==> src/rtl/u64_to_decimal_ascii_core_defines.svh <==
// u64_to_decimal_ascii_core_defines.svh: assertion macros for the decimal ascii converter
// no dependencies; taken in by `include where assertions are written
`ifndef U64_TO_DECIMAL_ASCII_CORE_DEFINES_SVH
`define U64_TO_DECIMAL_ASCII_CORE_DEFINES_SVH

// checked on every clock edge outside reset
`define U2DA_ASSERT(label, prop, msg) \
   label: assert property (@(posedge clock) disable iff (reset) prop) else $error(msg);

// checked on every clock edge, reset included
`define U2DA_ASSERT_ALWAYS(label, prop, msg) \
   label: assert property (@(posedge clock) prop) else $error(msg);

`endif

==> src/rtl/u2da_pkg.sv <==
// u2da_pkg: types, constants and codes of the decimal ascii converter
// no dependencies; used by the bcd unit, the sequencer and the core
`default_nettype none

package u2da_pkg;

   localparam int VALUE_BITS_DEF = 64;
   localparam int MAX_DIGITS_DEF = 20;
   localparam int BCD_DIGITS     = 20;
   localparam int NIBBLE_W       = 4;
   localparam int IN_W           = 64;
   localparam int LEN_W          = 8;
   localparam int CHAR_W         = 6;
   localparam int COUNT_W        = 5;

   // ascii '0' is 6'b11_0000, so a digit only fills the low nibble
   localparam logic [1:0]        ASCII_DIGIT_HI = 2'b11;
   localparam logic [CHAR_W-1:0] CHAR_NUL       = '0;

   typedef struct packed {
      logic [IN_W-1:0]  value;
      logic [LEN_W-1:0] buffer_length;
   } req_word_type;

   typedef struct packed {
      logic [CHAR_W-1:0]  character;
      logic [COUNT_W-1:0] digit_count;
      logic               overflow_error;
      logic               last;
   } rsp_word_type;

   typedef enum logic [1:0] {
      OP_HOLD,
      OP_LOAD,
      OP_DABBLE,
      OP_SHIFT
   } op_type;

   typedef struct packed {
      op_type op;
   } unit_ctrl_type;

   typedef struct packed {
      logic [NIBBLE_W-1:0] top_digit;
      logic                top_zero;
      logic                bits_done;
   } unit_status_type;

   typedef enum logic [5:0] {
      S_IDLE  = 6'b000001,
      S_CONV  = 6'b000010,
      S_SCAN  = 6'b000100,
      S_DIGIT = 6'b001000,
      S_TERM  = 6'b010000,
      S_ERR   = 6'b100000
   } state_type;

endpackage

`default_nettype wire

==> src/rtl/u2da_stream_if.sv <==
// u2da_stream_if: valid/ready channel carrying one word of a given payload type
// depends on nothing; payload types come from u2da_pkg at the point of use
`default_nettype none

interface u2da_stream_if #(
   parameter type payload_type = logic
);
   logic        valid;
   logic        ready;
   payload_type payload;

   modport source (output valid, output payload, input ready);
   modport sink   (input valid, input payload, output ready);
endinterface

`default_nettype wire

==> src/rtl/u2da_bcd_unit.sv <==
// u2da_bcd_unit: shared shift-add-3 unit, binary to bcd one bit a cycle, then digit shifting
// depends on u2da_pkg
`default_nettype none

module u2da_bcd_unit #(
   parameter int VALUE_BITS = u2da_pkg::VALUE_BITS_DEF
) (
   input  wire logic                         clock,
   input  wire logic                         reset,
   input  wire u2da_pkg::unit_ctrl_type      ctrl,
   input  wire logic [u2da_pkg::IN_W-1:0]    load_value,
   output      u2da_pkg::unit_status_type    status
);

   localparam int BCD_W = u2da_pkg::BCD_DIGITS * u2da_pkg::NIBBLE_W;
   localparam int CNT_W = $clog2(VALUE_BITS + 1);
   localparam int NW    = u2da_pkg::NIBBLE_W;

   logic [BCD_W-1:0]      bcd_ff, bcd_in, adj;
   logic [VALUE_BITS-1:0] value_ff, value_in;
   logic [CNT_W-1:0]      bits_ff, bits_in;

   // add 3 to every digit of 5 or more before the doubling shift
   always_comb begin
      for (int i = 0; i < u2da_pkg::BCD_DIGITS; i++) begin
         if (bcd_ff[i*NW +: NW] >= NW'(5)) begin
            adj[i*NW +: NW] = bcd_ff[i*NW +: NW] + NW'(3);
         end else begin
            adj[i*NW +: NW] = bcd_ff[i*NW +: NW];
         end
      end
   end

   always_comb begin
      bcd_in   = bcd_ff;
      value_in = value_ff;
      bits_in  = bits_ff;
      case (ctrl.op)
         u2da_pkg::OP_LOAD: begin
            bcd_in   = '0;
            value_in = load_value[VALUE_BITS-1:0];
            bits_in  = CNT_W'(VALUE_BITS);
         end
         u2da_pkg::OP_DABBLE: begin
            bcd_in   = {adj[BCD_W-2:0], value_ff[VALUE_BITS-1]};
            value_in = value_ff << 1;
            bits_in  = bits_ff - CNT_W'(1);
         end
         u2da_pkg::OP_SHIFT: begin
            bcd_in = {bcd_ff[BCD_W-NW-1:0], {NW{1'b0}}};
         end
         default: begin
            bcd_in = bcd_ff;
         end
      endcase
   end

   always_ff @(posedge clock) begin
      bcd_ff   <= bcd_in;
      value_ff <= value_in;
      if (reset) begin
         bits_ff <= '0;
      end else begin
         bits_ff <= bits_in;
      end
   end

   assign status.top_digit = bcd_ff[BCD_W-1 -: NW];
   assign status.top_zero  = (bcd_ff[BCD_W-1 -: NW] == '0);
   assign status.bits_done = (bits_ff == CNT_W'(1));

endmodule

`default_nettype wire

==> src/rtl/u2da_ctrl.sv <==
// u2da_ctrl: sequencer for load, conversion, leading zero scan and word output
// depends on u2da_pkg and u64_to_decimal_ascii_core_defines.svh
`default_nettype none
`include "u64_to_decimal_ascii_core_defines.svh"

module u2da_ctrl #(
   parameter int MAX_DIGITS = u2da_pkg::MAX_DIGITS_DEF
) (
   input  wire logic                           clock,
   input  wire logic                           reset,
   input  wire logic                           req_valid,
   output      logic                           req_ready,
   input  wire logic [u2da_pkg::LEN_W-1:0]     buffer_length,
   output      logic                           rsp_valid,
   input  wire logic                           rsp_ready,
   output      u2da_pkg::rsp_word_type         rsp_word,
   output      u2da_pkg::unit_ctrl_type        unit_ctrl,
   input  wire u2da_pkg::unit_status_type      status
);

   localparam int CW = u2da_pkg::COUNT_W;

   u2da_pkg::state_type               state_ff, state_in;
   logic [u2da_pkg::LEN_W-1:0]        len_ff, len_in;
   logic [CW-1:0]                     count_ff, count_in;
   logic [CW-1:0]                     remain_ff, remain_in;

   always_comb begin
      state_in     = state_ff;
      len_in       = len_ff;
      count_in     = count_ff;
      remain_in    = remain_ff;
      unit_ctrl.op = u2da_pkg::OP_HOLD;
      case (state_ff)
         u2da_pkg::S_IDLE: begin
            if (req_valid) begin
               unit_ctrl.op = u2da_pkg::OP_LOAD;
               len_in       = buffer_length;
               state_in     = u2da_pkg::S_CONV;
            end
         end
         u2da_pkg::S_CONV: begin
            unit_ctrl.op = u2da_pkg::OP_DABBLE;
            if (status.bits_done) begin
               count_in = CW'(u2da_pkg::BCD_DIGITS);
               state_in = u2da_pkg::S_SCAN;
            end
         end
         u2da_pkg::S_SCAN: begin
            // strip leading zero digits, keeping at least one
            if (status.top_zero && count_ff > CW'(1)) begin
               unit_ctrl.op = u2da_pkg::OP_SHIFT;
               count_in     = count_ff - CW'(1);
            end else if (count_ff > CW'(MAX_DIGITS) ||
                         u2da_pkg::LEN_W'(count_ff) >= len_ff) begin
               state_in = u2da_pkg::S_ERR;
            end else begin
               remain_in = count_ff;
               state_in  = u2da_pkg::S_DIGIT;
            end
         end
         u2da_pkg::S_DIGIT: begin
            if (rsp_ready) begin
               unit_ctrl.op = u2da_pkg::OP_SHIFT;
               remain_in    = remain_ff - CW'(1);
               if (remain_ff == CW'(1)) begin
                  state_in = u2da_pkg::S_TERM;
               end
            end
         end
         u2da_pkg::S_TERM, u2da_pkg::S_ERR: begin
            if (rsp_ready) begin
               state_in = u2da_pkg::S_IDLE;
            end
         end
         default: begin
            state_in = u2da_pkg::S_IDLE;
         end
      endcase
   end

   always_ff @(posedge clock) begin
      len_ff <= len_in;
      if (reset) begin
         state_ff  <= u2da_pkg::S_IDLE;
         count_ff  <= '0;
         remain_ff <= '0;
      end else begin
         state_ff  <= state_in;
         count_ff  <= count_in;
         remain_ff <= remain_in;
      end
   end

   assign req_ready = (state_ff == u2da_pkg::S_IDLE);
   assign rsp_valid = (state_ff == u2da_pkg::S_DIGIT) || (state_ff == u2da_pkg::S_TERM) ||
                      (state_ff == u2da_pkg::S_ERR);

   assign rsp_word.character      = (state_ff == u2da_pkg::S_DIGIT) ?
                                    {u2da_pkg::ASCII_DIGIT_HI, status.top_digit} :
                                    u2da_pkg::CHAR_NUL;
   assign rsp_word.digit_count    = (state_ff == u2da_pkg::S_ERR) ? '0 : count_ff;
   assign rsp_word.overflow_error = (state_ff == u2da_pkg::S_ERR);
   assign rsp_word.last           = (state_ff == u2da_pkg::S_TERM) ||
                                    (state_ff == u2da_pkg::S_ERR);

   `U2DA_ASSERT_ALWAYS(a_reset_idle, reset |=> (state_ff == u2da_pkg::S_IDLE), "not idle after reset")
   `U2DA_ASSERT(a_busy_excl, rsp_valid |-> !req_ready, "word offered while taking input")
   `U2DA_ASSERT(a_load_conv, (req_valid && req_ready) |=> (state_ff == u2da_pkg::S_CONV), "no conversion after load")
   `U2DA_ASSERT(a_digit_bcd, (state_ff == u2da_pkg::S_DIGIT) |-> (status.top_digit <= 4'd9), "bad bcd digit")
   `U2DA_ASSERT(a_digit_rem, (state_ff == u2da_pkg::S_DIGIT) |-> (remain_ff != '0 && remain_ff <= count_ff), "digit count mismatch")

endmodule

`default_nettype wire

==> src/rtl/u64_to_decimal_ascii_core.sv <==
// sequence: accept, then shift-add-3 over every value bit in the shared bcd unit, then a
// leading zero scan, then one word per digit and one terminator word
// a new value is taken only once the last word of the previous one has been accepted
// an overflow gives one error word in place of the digits and terminator
// synchronous active-high reset returns the sequencer to idle; no state kept between values
`default_nettype none

module u64_to_decimal_ascii_core #(
   parameter int VALUE_BITS = u2da_pkg::VALUE_BITS_DEF,
   parameter int MAX_DIGITS = u2da_pkg::MAX_DIGITS_DEF
) (
   input  wire logic       clock,
   input  wire logic       reset,
   u2da_stream_if.sink     req_chan,
   u2da_stream_if.source   rsp_chan
);

   u2da_pkg::unit_ctrl_type   unit_ctrl;
   u2da_pkg::unit_status_type unit_status;
   u2da_pkg::rsp_word_type    rsp_word;
   u2da_pkg::req_word_type    req_word;

   assign req_word         = req_chan.payload;
   assign rsp_chan.payload = rsp_word;

   u2da_bcd_unit #(
      .VALUE_BITS (VALUE_BITS)
   ) u_bcd_unit (
      .clock      (clock),
      .reset      (reset),
      .ctrl       (unit_ctrl),
      .load_value (req_word.value),
      .status     (unit_status)
   );

   u2da_ctrl #(
      .MAX_DIGITS (MAX_DIGITS)
   ) u_ctrl (
      .clock         (clock),
      .reset         (reset),
      .req_valid     (req_chan.valid),
      .req_ready     (req_chan.ready),
      .buffer_length (req_word.buffer_length),
      .rsp_valid     (rsp_chan.valid),
      .rsp_ready     (rsp_chan.ready),
      .rsp_word      (rsp_word),
      .unit_ctrl     (unit_ctrl),
      .status        (unit_status)
   );

endmodule

`default_nettype wire
==> src/flat_wrapper.sv <==
// flat-port wrapper written by rule: the top's interface ports become plain ports
module u64_to_decimal_ascii_core_flat 
#(
   parameter int VALUE_BITS = u2da_pkg::VALUE_BITS_DEF,
   parameter int MAX_DIGITS = u2da_pkg::MAX_DIGITS_DEF
)
  (clock, reset, req_chan_valid, req_chan_payload, req_chan_ready, rsp_chan_valid, rsp_chan_payload, rsp_chan_ready);
  u2da_stream_if req_chan_i ();
  u2da_stream_if rsp_chan_i ();
  input  wire logic clock;
  input  wire logic reset;
  input wire logic [$bits(req_chan_i.valid)-1:0] req_chan_valid;
  input wire logic [$bits(req_chan_i.payload)-1:0] req_chan_payload;
  output wire logic [$bits(req_chan_i.ready)-1:0] req_chan_ready;
  output wire logic [$bits(rsp_chan_i.valid)-1:0] rsp_chan_valid;
  output wire logic [$bits(rsp_chan_i.payload)-1:0] rsp_chan_payload;
  input wire logic [$bits(rsp_chan_i.ready)-1:0] rsp_chan_ready;
  assign req_chan_i.valid = req_chan_valid;
  assign req_chan_i.payload = req_chan_payload;
  assign req_chan_ready = req_chan_i.ready;
  assign rsp_chan_valid = rsp_chan_i.valid;
  assign rsp_chan_payload = rsp_chan_i.payload;
  assign rsp_chan_i.ready = rsp_chan_ready;
  u64_to_decimal_ascii_core #(.VALUE_BITS(VALUE_BITS), .MAX_DIGITS(MAX_DIGITS)) u_core (.clock(clock), .reset(reset), .req_chan(req_chan_i), .rsp_chan(rsp_chan_i));
endmodule
==> config.mk <==
export PLATFORM = sky130hd
export DESIGN_NAME = u64_to_decimal_ascii_core_flat
export DESIGN_NICKNAME = d
export VERILOG_FILES = /design/src/rtl/u2da_pkg.sv /design/src/rtl/u2da_stream_if.sv /design/src/rtl/u2da_bcd_unit.sv /design/src/rtl/u2da_ctrl.sv /design/src/rtl/u64_to_decimal_ascii_core.sv /design/src/flat_wrapper.sv
export VERILOG_INCLUDE_DIRS = /design/src /design/src/rtl
export SDC_FILE = /design/constraint.sdc
export NUM_CORES = 1
export LEC_CHECK = 0
export BUFFER_PORTS_ARGS = -buffer_cell sky130_fd_sc_hd__buf_2
export CAP_MARGIN = 10
export CELL_PAD_IN_SITES_DETAIL_PLACEMENT = 1
export CELL_PAD_IN_SITES_GLOBAL_PLACEMENT = 2
export CORE_MARGIN = 2
export CORE_UTILIZATION = 45
export DETAILED_ROUTE_END_ITERATION = 7
export HOLD_SLACK_MARGIN = 0.15
export PLACE_DENSITY_LB_ADDON = 0.1
export SETUP_SLACK_MARGIN = 0.2
export SYNTH_ARGS = -nofsm -noshare
export SYNTH_HDL_FRONTEND = slang
export SYNTH_HIERARCHICAL = 1
export SYNTH_SLANG_ARGS = --single-unit
==> constraint.sdc <==
create_clock -name clock -period 6.1 [get_ports clock]
set_input_delay 0.305 -clock clock [delete_from_list [all_inputs] [get_ports clock]]
set_output_delay 0.305 -clock clock [all_outputs]
set_load 0.01 [all_outputs]
Yosys cells after proc, flatten, opt, wreduce, memory -nomap -nowiden --
Cells that the tools add are included.
Cells by class: add/sub/neg operators 23, order comparisons 23, equality and inequality tests 19, mux-type cells 42, reduce and logical (&&, ||, !) cells 15
Operators by type and width (count):
- $pmux 80 s3 | 1
- $pmux 64 s2 | 1
- $ge 4x3->1 const B | 20
- $add 4x2->4 const B | 19
- $mux 4 | 19
- $mux 6 | 7
- $pmux 6 s5 | 1
- $mux 5 | 5
- $pmux 5 s2 | 2
- $ne 2x2->1 const B | 7
- $pmux 7 s2 | 1
- $sub 5x1->5 const B | 2
- $pmux 2 s4 | 1
- $eq 7x1->1 const B | 1
- $sub 7x1->7 const B | 1
- $eq 6x1->1 const B | 1
- $eq 6x2->1 const B | 1
- $eq 6x3->1 const B | 1
- $eq 6x4->1 const B | 1
- $eq 6x5->1 const B | 1
- $eq 6x6->1 const B | 1
- $reduce_and 6->1 | 1
- $reduce_bool 2->1 | 3
- $eq 5x1->1 const B | 1
- 18 further kinds | 23
Storage, ports and cells: bits in registers 168, bits of input ports 5, output and inout port bits 3

Logic depth before layout (Yosys ltp) --
Gate-level depths: netlist of run 1.
depth in word-level cells 6, gate-level depth with buffers 16, depth with buffers taken out 13

Cells and area by module --
The synthesis of run 1 kept the hierarchy.
Modules (own cells, without submodules):
- u2da_bcd_unit | instances 1, cells each 751, area each 8693.3 µm², sequential area each 4464.3 µm²
- u2da_ctrl | instances 1, cells each 171, area each 1554.0 µm², sequential area each 560.5 µm²
- u64_to_decimal_ascii_core | instances 1, cells each 1, area each 3.8 µm², sequential area each 0.0 µm²

Least setup slack after synthesis of run 1 --
Ideal clock, no wire load.
kind flip-flop to flip-flop, start point register u_core.u_bcd_unit.bcd_ff[76], end point register u_core.u_bcd_unit.bits_ff[5], library setup time 0.070 ns, data arrival time 4.324 ns, data required time 6.030 ns, setup slack 1.706 ns, stages on the path, launching flop included 15, path buffers 1, clock period less this slack 4.394 ns, path through edfxtp_1 inv_1 ha_1 nand2b_1 nor2_1 a21boi_2 and2b_1 nor2_1 nand2_1 inv_1 ha_1 buf_6 or4b_4 or4_1 a21oi_1
RTL lines:
- start: declaration | line u2da_bcd_unit.sv:19 | logic [BCD_W-1:0] bcd_ff, bcd_in, adj;
- start signal: assignment | line u2da_bcd_unit.sv:59 | bcd_ff <= bcd_in;
- end signal: assignment | line u2da_bcd_unit.sv:64 | bits_ff <= bits_in;
- end: declaration | line u2da_bcd_unit.sv:21 | logic [CNT_W-1:0] bits_ff, bits_in;

==> metrics.md, run 1 <==
| Metric | Value |
|---|---|
| CP Max Fanout | `approximately 60` |
| IO Count | `8` |
| Clock skew | `~0.012 ns` |
| Drt first-iter violations | `~330` |
| NumNets Final | `1015` |
| Post-DRT Antenna Nets | `0` |
| Std-Cell Rows | `54` |
| CP Class | `register to register` |
| Syn. warnings | `6` |
| Clock Latency Late Sink | `0.43 ns` |
| Storage cell area | `5025 µm²` |
| Remaining Overflow, GRT | `0` |
| Headroom to the max-slew limit | `0.2497` |
| Tot GR Track Use | `0.1941` |
| Critical R2R Launch | `u_core/u_ctrl/count_ff[1]` |
| Hold EP | `u_core/u_ctrl/state_ff[3]` |
| Non-Filler Instances | `1248` |
| Diodes inserted | `0` |
| Depth of the worst hold-timing path | `2` |
| Max-slew violations | `0` |
| Total Power | `3.194 mW` |
| Drt via density | `approximately 5.8` |
| Global-route wire length before repair | `roughly 38 mm` |
| DRT Pass-1 Iters | `5` |
| Power density over the cells | `284.7 nW/µm²` |
| R2r worst-path depth | `12` |
| Fill count | `2343` |
| Final setup vio count | `0` |
| Avg Cell Area, Syn | `around 11 µm²` |
| Longest Clk Path Bufs | `2` |
| Vias | `about 7200` |
| Largest net degree at the start of global routing | `86` |
| R2R setup slack | `1.79 ns` |
| Clock share of power | `0.349` |
| Max Fclk | `between 0.2 and 0.25 GHz` |
| Leak pwr | `3.965 nW` |
| WHS | `0.2789 ns` |
| CTS tree | `built` |
| VDD IR max | `160.1 µV` |
| Sequential Power Share | `0.507` |
| Hold Path Origin | `reset` |
| Unrepaired setup endpoints after global routing | `false` |
| Initial antenna violation count | `0` |
| Switching share of power | `0.2877` |
| Crit path time final | `4.309 ns` |
| Psw | `around 900 µW` |
| Clock-pin slew on the worst setup and hold paths | `~0.070 ns` |
| Core ar. | `roughly 22000 µm²` |
| Post-CTS Setup Repair Bufs | `0` |
| Number of remaining DRC errors | `0` |
| DIE WIDTH | `between 150 and 200 µm` |
| Mapped Area | `~10000 µm²` |
| Cell-internal power | `2.275 mW` |
| Slew @ Worst Pin | `1.124 ns` |
| Area Growth Syn to Fin | `10.51%` |
| Core Util, Final | `0.5110` |
| Hold Path Class | `input pin to register` |
| Routability cong. | `around 0.78` |
| Total CTS buffers | `17` |
| Worst Path Required | `6.31 ns` |
| Multi-input logic area | `4950 µm²` |
| Fin. Hold Viols | `0` |
| Drt total wl | `22.13 mm` |
| Combinational share of power | `0.144` |
| Post-DR wirelength/cell | `17.73 µm` |
| Crit path arrival time | `~4.5 ns` |
| Worst r2r dst | `u_core/u_bcd_unit/bcd_ff[25]` |
| DIE AREA | `approximately 24000 µm²` |
| Post-Syn Instances | `907` |
| Post-Place Cells | `1215` |
| Vias in the first global route | `slightly below 8000` |
| Status | `finished clean` |
| Clock sinks | `175` |
| MaxCap Viol Count | `0` |
| Clock root cell | `clkbuf_16` |
| Tcrit/Tclk final | `0.7063` |
| Detailed Place HPWL | `14.32 mm` |
| Layout cell share with drive strength beyond 1 | `0.1250` |
| CTS H-tree depth | `4` |
| Die height | `154.2 µm` |
| Worst setup EP type | `register` |
| CP startpoint kind | `register` |
| Setup TNS | `0 ns` |
| PortBufs | `7` |
| Starting Density | `0.4624` |
## per-layer routing
layer | GRT usage | wire (µm)
met2 | 0.3543 | 11730
met3 | 0.03138 | 395
met5 | 0 | 0
met4 | 0.04762 | 184
met1 | 0.2402 | 9814
## through the flow
| step | cell area (µm²) | setup WS [ns] |
|---|---|---|
| floorplan | 10420 | 1.731 |
| global placement | 10620 | 2.037 |
| detailed placement | 10620 | 1.780 |
| CTS | 11220 | 1.737 |
| global route | 11220 | 1.370 |
| finish | 11220 | 1.791 |
## critical path, cell delays in order (launching register included)
cell      delay, ns
dfxtp_1        0.46
inv_1          0.13
ha_1           0.19
o21bai_1       0.19
a21boi_2       0.26
and2b_1        0.31
nor2_1         0.11
nand2_1        0.16
ha_4           0.63
inv_1          0.71
buf_4          0.46
a2111o_1       0.36
o311ai_0       0.11
## how the worst max path moves through the flow
stage / from / to
6_report: u_core/u_ctrl/count_ff[1] / u_core/u_bcd_unit/bcd_ff[25]
3_3_place_gp: u_core/u_bcd_unit/bcd_ff[76] / u_core/u_bcd_unit/bcd_ff[29]
3_5_place_dp: u_core/u_bcd_unit/bcd_ff[76] / u_core/u_bcd_unit/bcd_ff[25]
4_1_cts: u_core/u_ctrl/count_ff[1] / u_core/u_bcd_unit/bcd_ff[25]
5_1_grt: u_core/u_ctrl/count_ff[1] / u_core/u_bcd_unit/bcd_ff[25]
2_1_floorplan: u_core/u_bcd_unit/bcd_ff[76] / u_core/u_bcd_unit/bits_ff[5]
## cell type report
| type | count | share of cell area |
|---|---|---|
| sequential | 175 | 0.4478 |
| multi-input combinational | 689 | 0.4411 |
| clock buffer | 20 | 0.03892 |
| tap | 280 | 0.03122 |
| inverter | 59 | 0.01974 |
| clock inverter | 12 | 0.01383 |
| timing repair buffer | 13 | 0.007359 |
## cell usage in the layout, fill, tap and decap left out, types with 5 or more instances in the layout
| master | count |
|---|---|
| edfxtp_1 | 152 |
| conb_1 | 71 |
| nand2_1 | 67 |
| mux2_2 | 63 |
| inv_1 | 57 |
| ha_1 | 52 |
| o21ai_0 | 43 |
| nand3_1 | 43 |
| a21oi_1 | 38 |
| nand2b_1 | 25 |
| nor3b_1 | 23 |
| a2111o_1 | 23 |
| nor2_1 | 23 |
| dfxtp_1 | 23 |
| nand3b_1 | 22 |
| o211ai_1 | 20 |
| clkbuf_16 | 17 |
| a211o_1 | 16 |
| and2_1 | 15 |
| a31oi_1 | 15 |
| a32o_1 | 15 |
| o311ai_0 | 13 |
| nor2b_1 | 12 |
| a22oi_1 | 10 |
| a32oi_1 | 9 |
| nor3_1 | 8 |
| buf_2 | 7 |
| buf_4 | 5 |
## flip-flops by register name (all words and copies together), names as in the netlist
signal / cells
u_core/u_ctrl/count_ff: 5
u_core/u_bcd_unit/bits_ff: 7
u_core/u_ctrl/len_ff: 8
u_core/u_bcd_unit/value_ff: 64
u_core/u_ctrl/remain_ff: 5
u_core/u_ctrl/state_ff: 6
u_core/u_bcd_unit/bcd_ff: 80
## timing repair
item	CTS	global route
endpoints found under the setup margin	0	0
hold endpoints to repair	1	0
hold buffers	1	0
gates resized for setup	0	0
## power by group through the flow
stage | Combinational (mW) | Clock [mW] | Sequential, mW
floorplan | 0.380 | 0 | 1.58
finish | 0.460 | 1.12 | 1.62
detailed placement | 0.461 | 0 | 1.64
global route | 0.524 | 1.18 | 1.64
CTS | 0.466 | 1.14 | 1.62
global placement | 0.425 | 0 | 1.63
No activity file was read; power rests on OpenSTA's default activity.
==> run 2: changes to the inputs <==
Settings changed: CORE_UTILIZATION 45 to 41.
Clock period 6.1 ns to 3.75 ns, I/O delays scaled along.
==> run 2 against run 1 <==
Utilization is 4.0 points lower. Maximum frequency is 29% higher. Sequential share of layout area is 0.93 points lower. Flip-flop and latch count stayed put. Clock power is 69% higher. Sequential power is 62% higher. Via count is 0.29% lower. Critical path type unchanged.
==> metrics.md, run 2 (synthesis results as in run 1) <==
| Metric | Value |
|---|---|
| Power density over the cells | `roughly 460 nW/µm²` |
| CTS H-tree depth | `4` |
| Final setup vio count | `0` |
| Leak pwr | `slightly above 4 nW` |
| Global-route wire length before repair | `about 37 mm` |
| Drt total wl | `21.79 mm` |
| CP startpoint kind | `register` |
| Slowest cell on the critical path | `or4b_4` |
| Critical path's largest stage delay | `0.47 ns` |
| Final critical-path setup slack | `0.4065 ns` |
| MaxCap Viol Count | `0` |
| CP cell instances | `inv_1, ha_1, nand2b_1, nor2_1, a21boi_2, and2b_2, nor2_1, nand2_1, inv_1, ha_4, or4b_4, or4_1, a21oi_1` |
| Dpl ws | `~0.23 ns` |
| Drt first-iter violations | `468` |
| Tcrit/Tclk final | `0.8916` |
| Post-DRT Antenna Nets | `0` |
| Depth of the worst hold-timing path | `2` |
| Longest Clk Path Bufs | `2` |
| DIE AREA | `26040 µm²` |
| Vias in the first global route | `7680` |
| Clock root cell | `clkbuf_16` |
| Starting Density | `0.4175` |
| Family with the most delay on the worst path | `simple AND/OR/NAND/NOR gates` |
| Detailed Place HPWL | `13.89 mm` |
| Max Fclk | `approximately 0.30 GHz` |
| Fin. Hold Viols | `0` |
| Worst setup EP type | `register` |
| Max-slew violations | `0` |
| Number of remaining DRC errors | `0` |
| Post-DR wirelength/cell | `16.79 µm` |
| NumNets Final | `a little over 1000` |
| DRT Pass-1 Iters | `7` |
| CP Max Fanout | `7` |
| Hold Path Class | `input pin to register` |
| Sequential Power Share | `0.496` |
| Clock Latency Late Sink | `between 0.4 and 0.5 ns` |
| Combinational share of power | `0.147` |
| Vias | `7207` |
| Largest net degree at the start of global routing | `77` |
| Non-Filler Instances | `1298` |
| PortBufs | `7` |
| Slew @ Worst Pin | `0.5453 ns` |
| DIE WIDTH | `161.4 µm` |
| Total CTS buffers | `17` |
| Unrepaired setup endpoints after global routing | `false` |
| Crit path arrival time | `3.70 ns` |
| Initial antenna violation count | `0` |
| Biggest register | `u_core/u_bcd_unit/bcd_ff` |
| Headroom to the max-slew limit | `0.6361` |
| Status | `finished clean` |
| Routability cong. | `0.7673` |
| IO Count | `8` |
| Cell-internal power | `approximately 3.7 mW` |
| Max reg flops | `80` |
| Psw | `1.640 mW` |
| Switching share of power | `0.3100` |
| Remaining Overflow, GRT | `0` |
| Post-Place Cells | `1264` |
| Area Growth Syn to Fin | `12.85%` |
| Core ar. | `24320 µm²` |
| Clock sinks | `175` |
| Clock-pin slew on the worst setup and hold paths | `0.08 ns` |
| CTS tree | `built` |
| Layout cell share with drive strength beyond 1 | `0.1335` |
| Largest regs | `u_core/u_bcd_unit/bcd_ff (80), u_core/u_bcd_unit/value_ff (64), u_core/u_ctrl/len_ff (8)` |
| R2r worst-path depth | `13` |
| Drt via density | `5.552` |
| Clock share of power | `0.357` |
| Post-CTS Setup Repair Bufs | `0` |
| Clock skew | `0.01538 ns` |
| Levels on crit path | `13` |
| Die height | `roughly 160 µm` |
| Crit path time final | `~3.3 ns` |
| Std-Cell Rows | `57` |
| VDD IR max | `225.9 µV` |
| Commonest cells after routing, fill and taps aside | `edfxtp_1, conb_1, nand2_1` |
| Commonest non-fill, non-tap cell in the layout | `edfxtp_1` |
| CP Buf/Inv Count | `2` |
| Diodes inserted | `0` |
| Setup TNS | `0 ns` |
| Tot GR Track Use | `0.1755` |
| Worst Path Required | `4.11 ns` |
| Fill count | `approximately 2700` |
| CP Class | `register to register` |
## run 2: layout make-up
| cell class | count | area [µm²] | share of cell area |
|---|---|---|---|
| Clock buffer | 17 | 425.4 | 0.03713 |
| Clock inverter | 15 | 216.5 | 0.01889 |
| Inverter | 59 | 225.2 | 0.01965 |
| Multi-Input combinational cell | 689 | 4961 | 0.4330 |
| Sequential cell | 175 | 5025 | 0.4385 |
| Tap cell | 324 | 405.4 | 0.03538 |
| Timing Repair Buffer | 19 | 200.2 | 0.01747 |
## run 2: through the flow
stage | area (µm²) | hold slack, ns | power [mW] | utilization
finish | 11460 | 0.1832 | 5.291 | 0.4712
global route | 11460 | 0.1908 | 5.567 | 0.4712
CTS | 11450 | 0.1684 | 5.359 | 0.4708
detailed placement | 10790 | 0.3671 | 3.441 | 0.4436
global placement | 10790 | 0.3695 | 3.369 | 0.4436
floorplan | 10430 | 0.2864 | 3.186 | -
## run 2: layer usage
| metal | global-route usage | wire length (µm) |
|---|---|---|
| met1 | 0.2207 | 10070 |
| met2 | 0.3106 | 11030 |
| met3 | 0.02696 | 398 |
| met4 | 0.05438 | 293 |
| met5 | 0 | 0 |
## run 2: power by group through the flow
stage               logic [mW]  clock network [mW]  registers, mW
floorplan                0.627                   0           2.56
global placement         0.720                   0           2.65
detailed placement       0.777                   0           2.66
CTS                      0.783                1.95           2.62
global route             0.881                2.02           2.66
finish                   0.776                1.89           2.62
## run 2: timing repair
item                                    in CTS  in global routing
resized for setup                            0                  4
endpoints found under the setup margin       0                 37
hold buffers                                 2                  0
endpoints found under the hold margin        3                  0
## run 2: path summary, 6_finish.rpt
check / end / slack, ns / startpoint
setup / recovery: u_core/u_bcd_unit/bits_ff[5] / 0.41 / u_core/u_bcd_unit/bcd_ff[76]
hold / removal: u_core/u_ctrl/count_ff[1] / 0.18 / reset
setup reg to reg: u_core/u_bcd_unit/bits_ff[5] / 0.41 / u_core/u_bcd_unit/bcd_ff[76]
hold reg to reg: u_core/u_ctrl/remain_ff[1] / 0.50 / u_core/u_ctrl/remain_ff[1]
==> run 3: changes to the inputs <==
Settings changed: CORE_ASPECT_RATIO set to 0.6, REMOVE_ABC_BUFFERS set to 1.
==> run 3 against run 2 <==
Count of clock-buffer cells in the layout up 2. Final cell count about the same. First-iteration DRC count down 24%. Via count down 0.46%. Design area down 0.57%. Sequential power about the same. Clock skew up 0.0017 ns. Utilization down 0.19 points. Sequential share of layout area up 0.25 points. Setup slack better by 0.10 ns. Highest routed layer unchanged. Combinational power up 2%.
==> metrics.md, run 3 (synthesis results as in run 1) <==
| Metric | Value |
|---|---|
| Status | `finished clean` |
| Post-Place Cells | `1261` |
| Post-DR wirelength/cell | `between 15 and 20 µm` |
| Slew @ Worst Pin | `0.6559 ns` |
| Depth of the worst hold-timing path | `5` |
| Non-Filler Instances | `between 1000 and 1500` |
| DRT Pass-1 Iters | `4` |
| Initial antenna violation count | `0` |
| Starting Density | `0.4182` |
| Diodes inserted | `0` |
| Commonest non-fill, non-tap cell in the layout | `edfxtp_1` |
| MaxCap Viol Count | `0` |
| Remaining Overflow, GRT | `0` |
| Layout cell share with drive strength beyond 1 | `0.1313` |
| Max-slew violations | `0` |
| Number of remaining DRC errors | `0` |
| DIE AREA | `26080 µm²` |
| CTS H-tree depth | `4` |
| Post-DRT Antenna Nets | `0` |
| Tcrit/Tclk final | `0.8639` |
| VDD IR max | `just over 300 µV` |
| Slowest cell on the critical path | `or4b_4` |
| Worst r2r dst | `u_core/u_bcd_unit/bits_ff[5]` |
| Worst Path Required | `4.12 ns` |
| Detailed Place HPWL | `14.40 mm` |
| CP cell instances | `inv_1, ha_1, nand2b_1, nor2_1, a21boi_4, and2b_2, nor2_1, nand2_1, inv_1, ha_4, or4b_4, or4_1, a21oi_1` |
| Cell-internal power | `roughly 3.7 mW` |
| Hold Path Class | `input pin to register` |
| Clock skew | `0.01709 ns` |
| NumNets Final | `just over 1000` |
| Commonest cells after routing, fill and taps aside | `edfxtp_1, conb_1, nand2_1` |
| Headroom to the max-slew limit | `0.5623` |
| DIE WIDTH | `207.2 µm` |
| Drt total wl | `22.41 mm` |
| Total CTS buffers | `17` |
| CP startpoint kind | `register` |
| CP Max Fanout | `7` |
| Clock Latency Late Sink | `0.45 ns` |
| Die height | `around 130 µm` |
| Largest net degree at the start of global routing | `82` |
| Clock share of power | `0.339` |
| Post-CTS Setup Repair Bufs | `0` |
| WHS | `around 0.22 ns` |
| Std-Cell Rows | `44` |
| Crit path time final | `3.240 ns` |
| CTS tree | `built` |
| Final setup vio count | `0` |
| Tot GR Track Use | `0.1782` |
| R2R setup slack | `between 0.5 and 0.6 ns` |
| Worst setup EP type | `register` |
| Vias | `7174` |
| Routability cong. | `0.7472` |
| Crit path arrival time | `3.61 ns` |
| Global-route wire length before repair | `37.99 mm` |
| Clock root cell | `clkbuf_16` |
| Biggest register | `u_core/u_bcd_unit/bcd_ff` |
| IO Count | `8` |
| Critical R2R Launch | `u_core/u_bcd_unit/bcd_ff[76]` |
| R2r worst-path depth | `13` |
| Drt first-iter violations | `357` |
| Core ar. | `24280 µm²` |
| Critical path's largest stage delay | `0.50 ns` |
| Area Growth Syn to Fin | `12.21%` |
| Worst Setup SP | `u_core/u_bcd_unit/bcd_ff[76]` |
| Max Fclk | `0.3087 GHz` |
| Hold Path Origin | `rsp_chan_ready` |
| Fin. Hold Viols | `0` |
| Core Util, Final | `0.4693` |
| Switching share of power | `0.2931` |
| Combinational share of power | `0.153` |
| Dpl ws | `0.3530 ns` |
| Power density over the cells | `between 400 and 500 nW/µm²` |
| Clock-pin slew on the worst setup and hold paths | `0.07 ns` |
| Max reg flops | `80` |
| Clock sinks | `175` |
| Psw | `1.516 mW` |
| Total Power | `~5.2 mW` |
| Unrepaired setup endpoints after global routing | `false` |
| Leak pwr | `4.015 nW` |
| Final critical-path setup slack | `0.5103 ns` |
| Hold EP | `u_core/u_ctrl/remain_ff[0]` |
| Longest Clk Path Bufs | `2` |
| Vias in the first global route | `between 7000 and 8000` |
| PortBufs | `7` |
| Largest regs | `u_core/u_bcd_unit/bcd_ff (80), u_core/u_bcd_unit/value_ff (64), u_core/u_ctrl/len_ff (8)` |
| Family with the most delay on the worst path | `simple AND/OR/NAND/NOR gates` |
| Drt via density | `5.531` |
| CP Buf/Inv Count | `2` |
| Sequential Power Share | `0.508` |
| CP Class | `register to register` |
==> run 3: worst max-delay path by stage <==
stage	to	slack, ns	cells past startpoint
6_report	u_core/u_bcd_unit/bits_ff[5]	0.51	13
5_1_grt	u_core/u_bcd_unit/bits_ff[5]	0.25	13
4_1_cts	u_core/u_bcd_unit/bits_ff[4]	0.34	14
3_5_place_dp	u_core/u_bcd_unit/bits_ff[4]	0.35	14
3_3_place_gp	u_core/u_bcd_unit/bits_ff[4]	0.61	14
2_1_floorplan	u_core/u_bcd_unit/bcd_ff[25]	-3.06	12
==> run 3: worst reg2reg max path, stage by stage (launching register included) <==
cell	delay, ns
edfxtp_1	0.39
inv_1	0.14
ha_1	0.23
nand2b_1	0.09
nor2_1	0.11
a21boi_4	0.23
and2b_2	0.26
nor2_1	0.09
nand2_1	0.15
inv_1	0.09
ha_4	0.33
or4b_4	0.50
or4_1	0.41
a21oi_1	0.15
==> run 3: cell type report <==
| type | instances | area, µm² |
|---|---|---|
| tap | 322 | 402.9 |
| clock inverter | 13 | 127.6 |
| multi-input combinational | 689 | 4969 |
| fill | 2590 | 12880 |
| sequential | 175 | 5025 |
| clock buffer | 19 | 432.9 |
| inverter | 59 | 221.5 |
| timing repair buffer | 20 | 215.2 |
==> run 3: repair_timing <==
item / CTS / global route
hold endpoints to repair: 7 / 0
endpoints found under the setup margin: 0 / 10
resized for setup: 0 / 4
hold buffers: 3 / 0
==> run 3: power by group through the flow <==
stage,clock [mW],combinational [mW],sequential [mW]
finish,1.75,0.792,2.63
global route,1.90,0.895,2.67
CTS,1.82,0.775,2.63
detailed placement,0,0.766,2.67
global placement,0,0.709,2.65
floorplan,0,0.570,2.60
==> run 3: layer usage <==
| layer | track usage | routed length [µm] |
|---|---|---|
| met1 | 0.2462 | 11400 |
| met2 | 0.2824 | 10270 |
| met3 | 0.03965 | 568 |
| met4 | 0.05084 | 171 |
| met5 | 0 | 0 |
==> run 3: per-stage QoR <==
step	area [µm²]	setup TNS (ns)
2_1_floorplan	10180	-251.98
3_3_place_gp	10750	0
3_5_place_dp	10750	0
4_1_cts	11340	0
5_1_grt	11390	0
6_report	11390	0
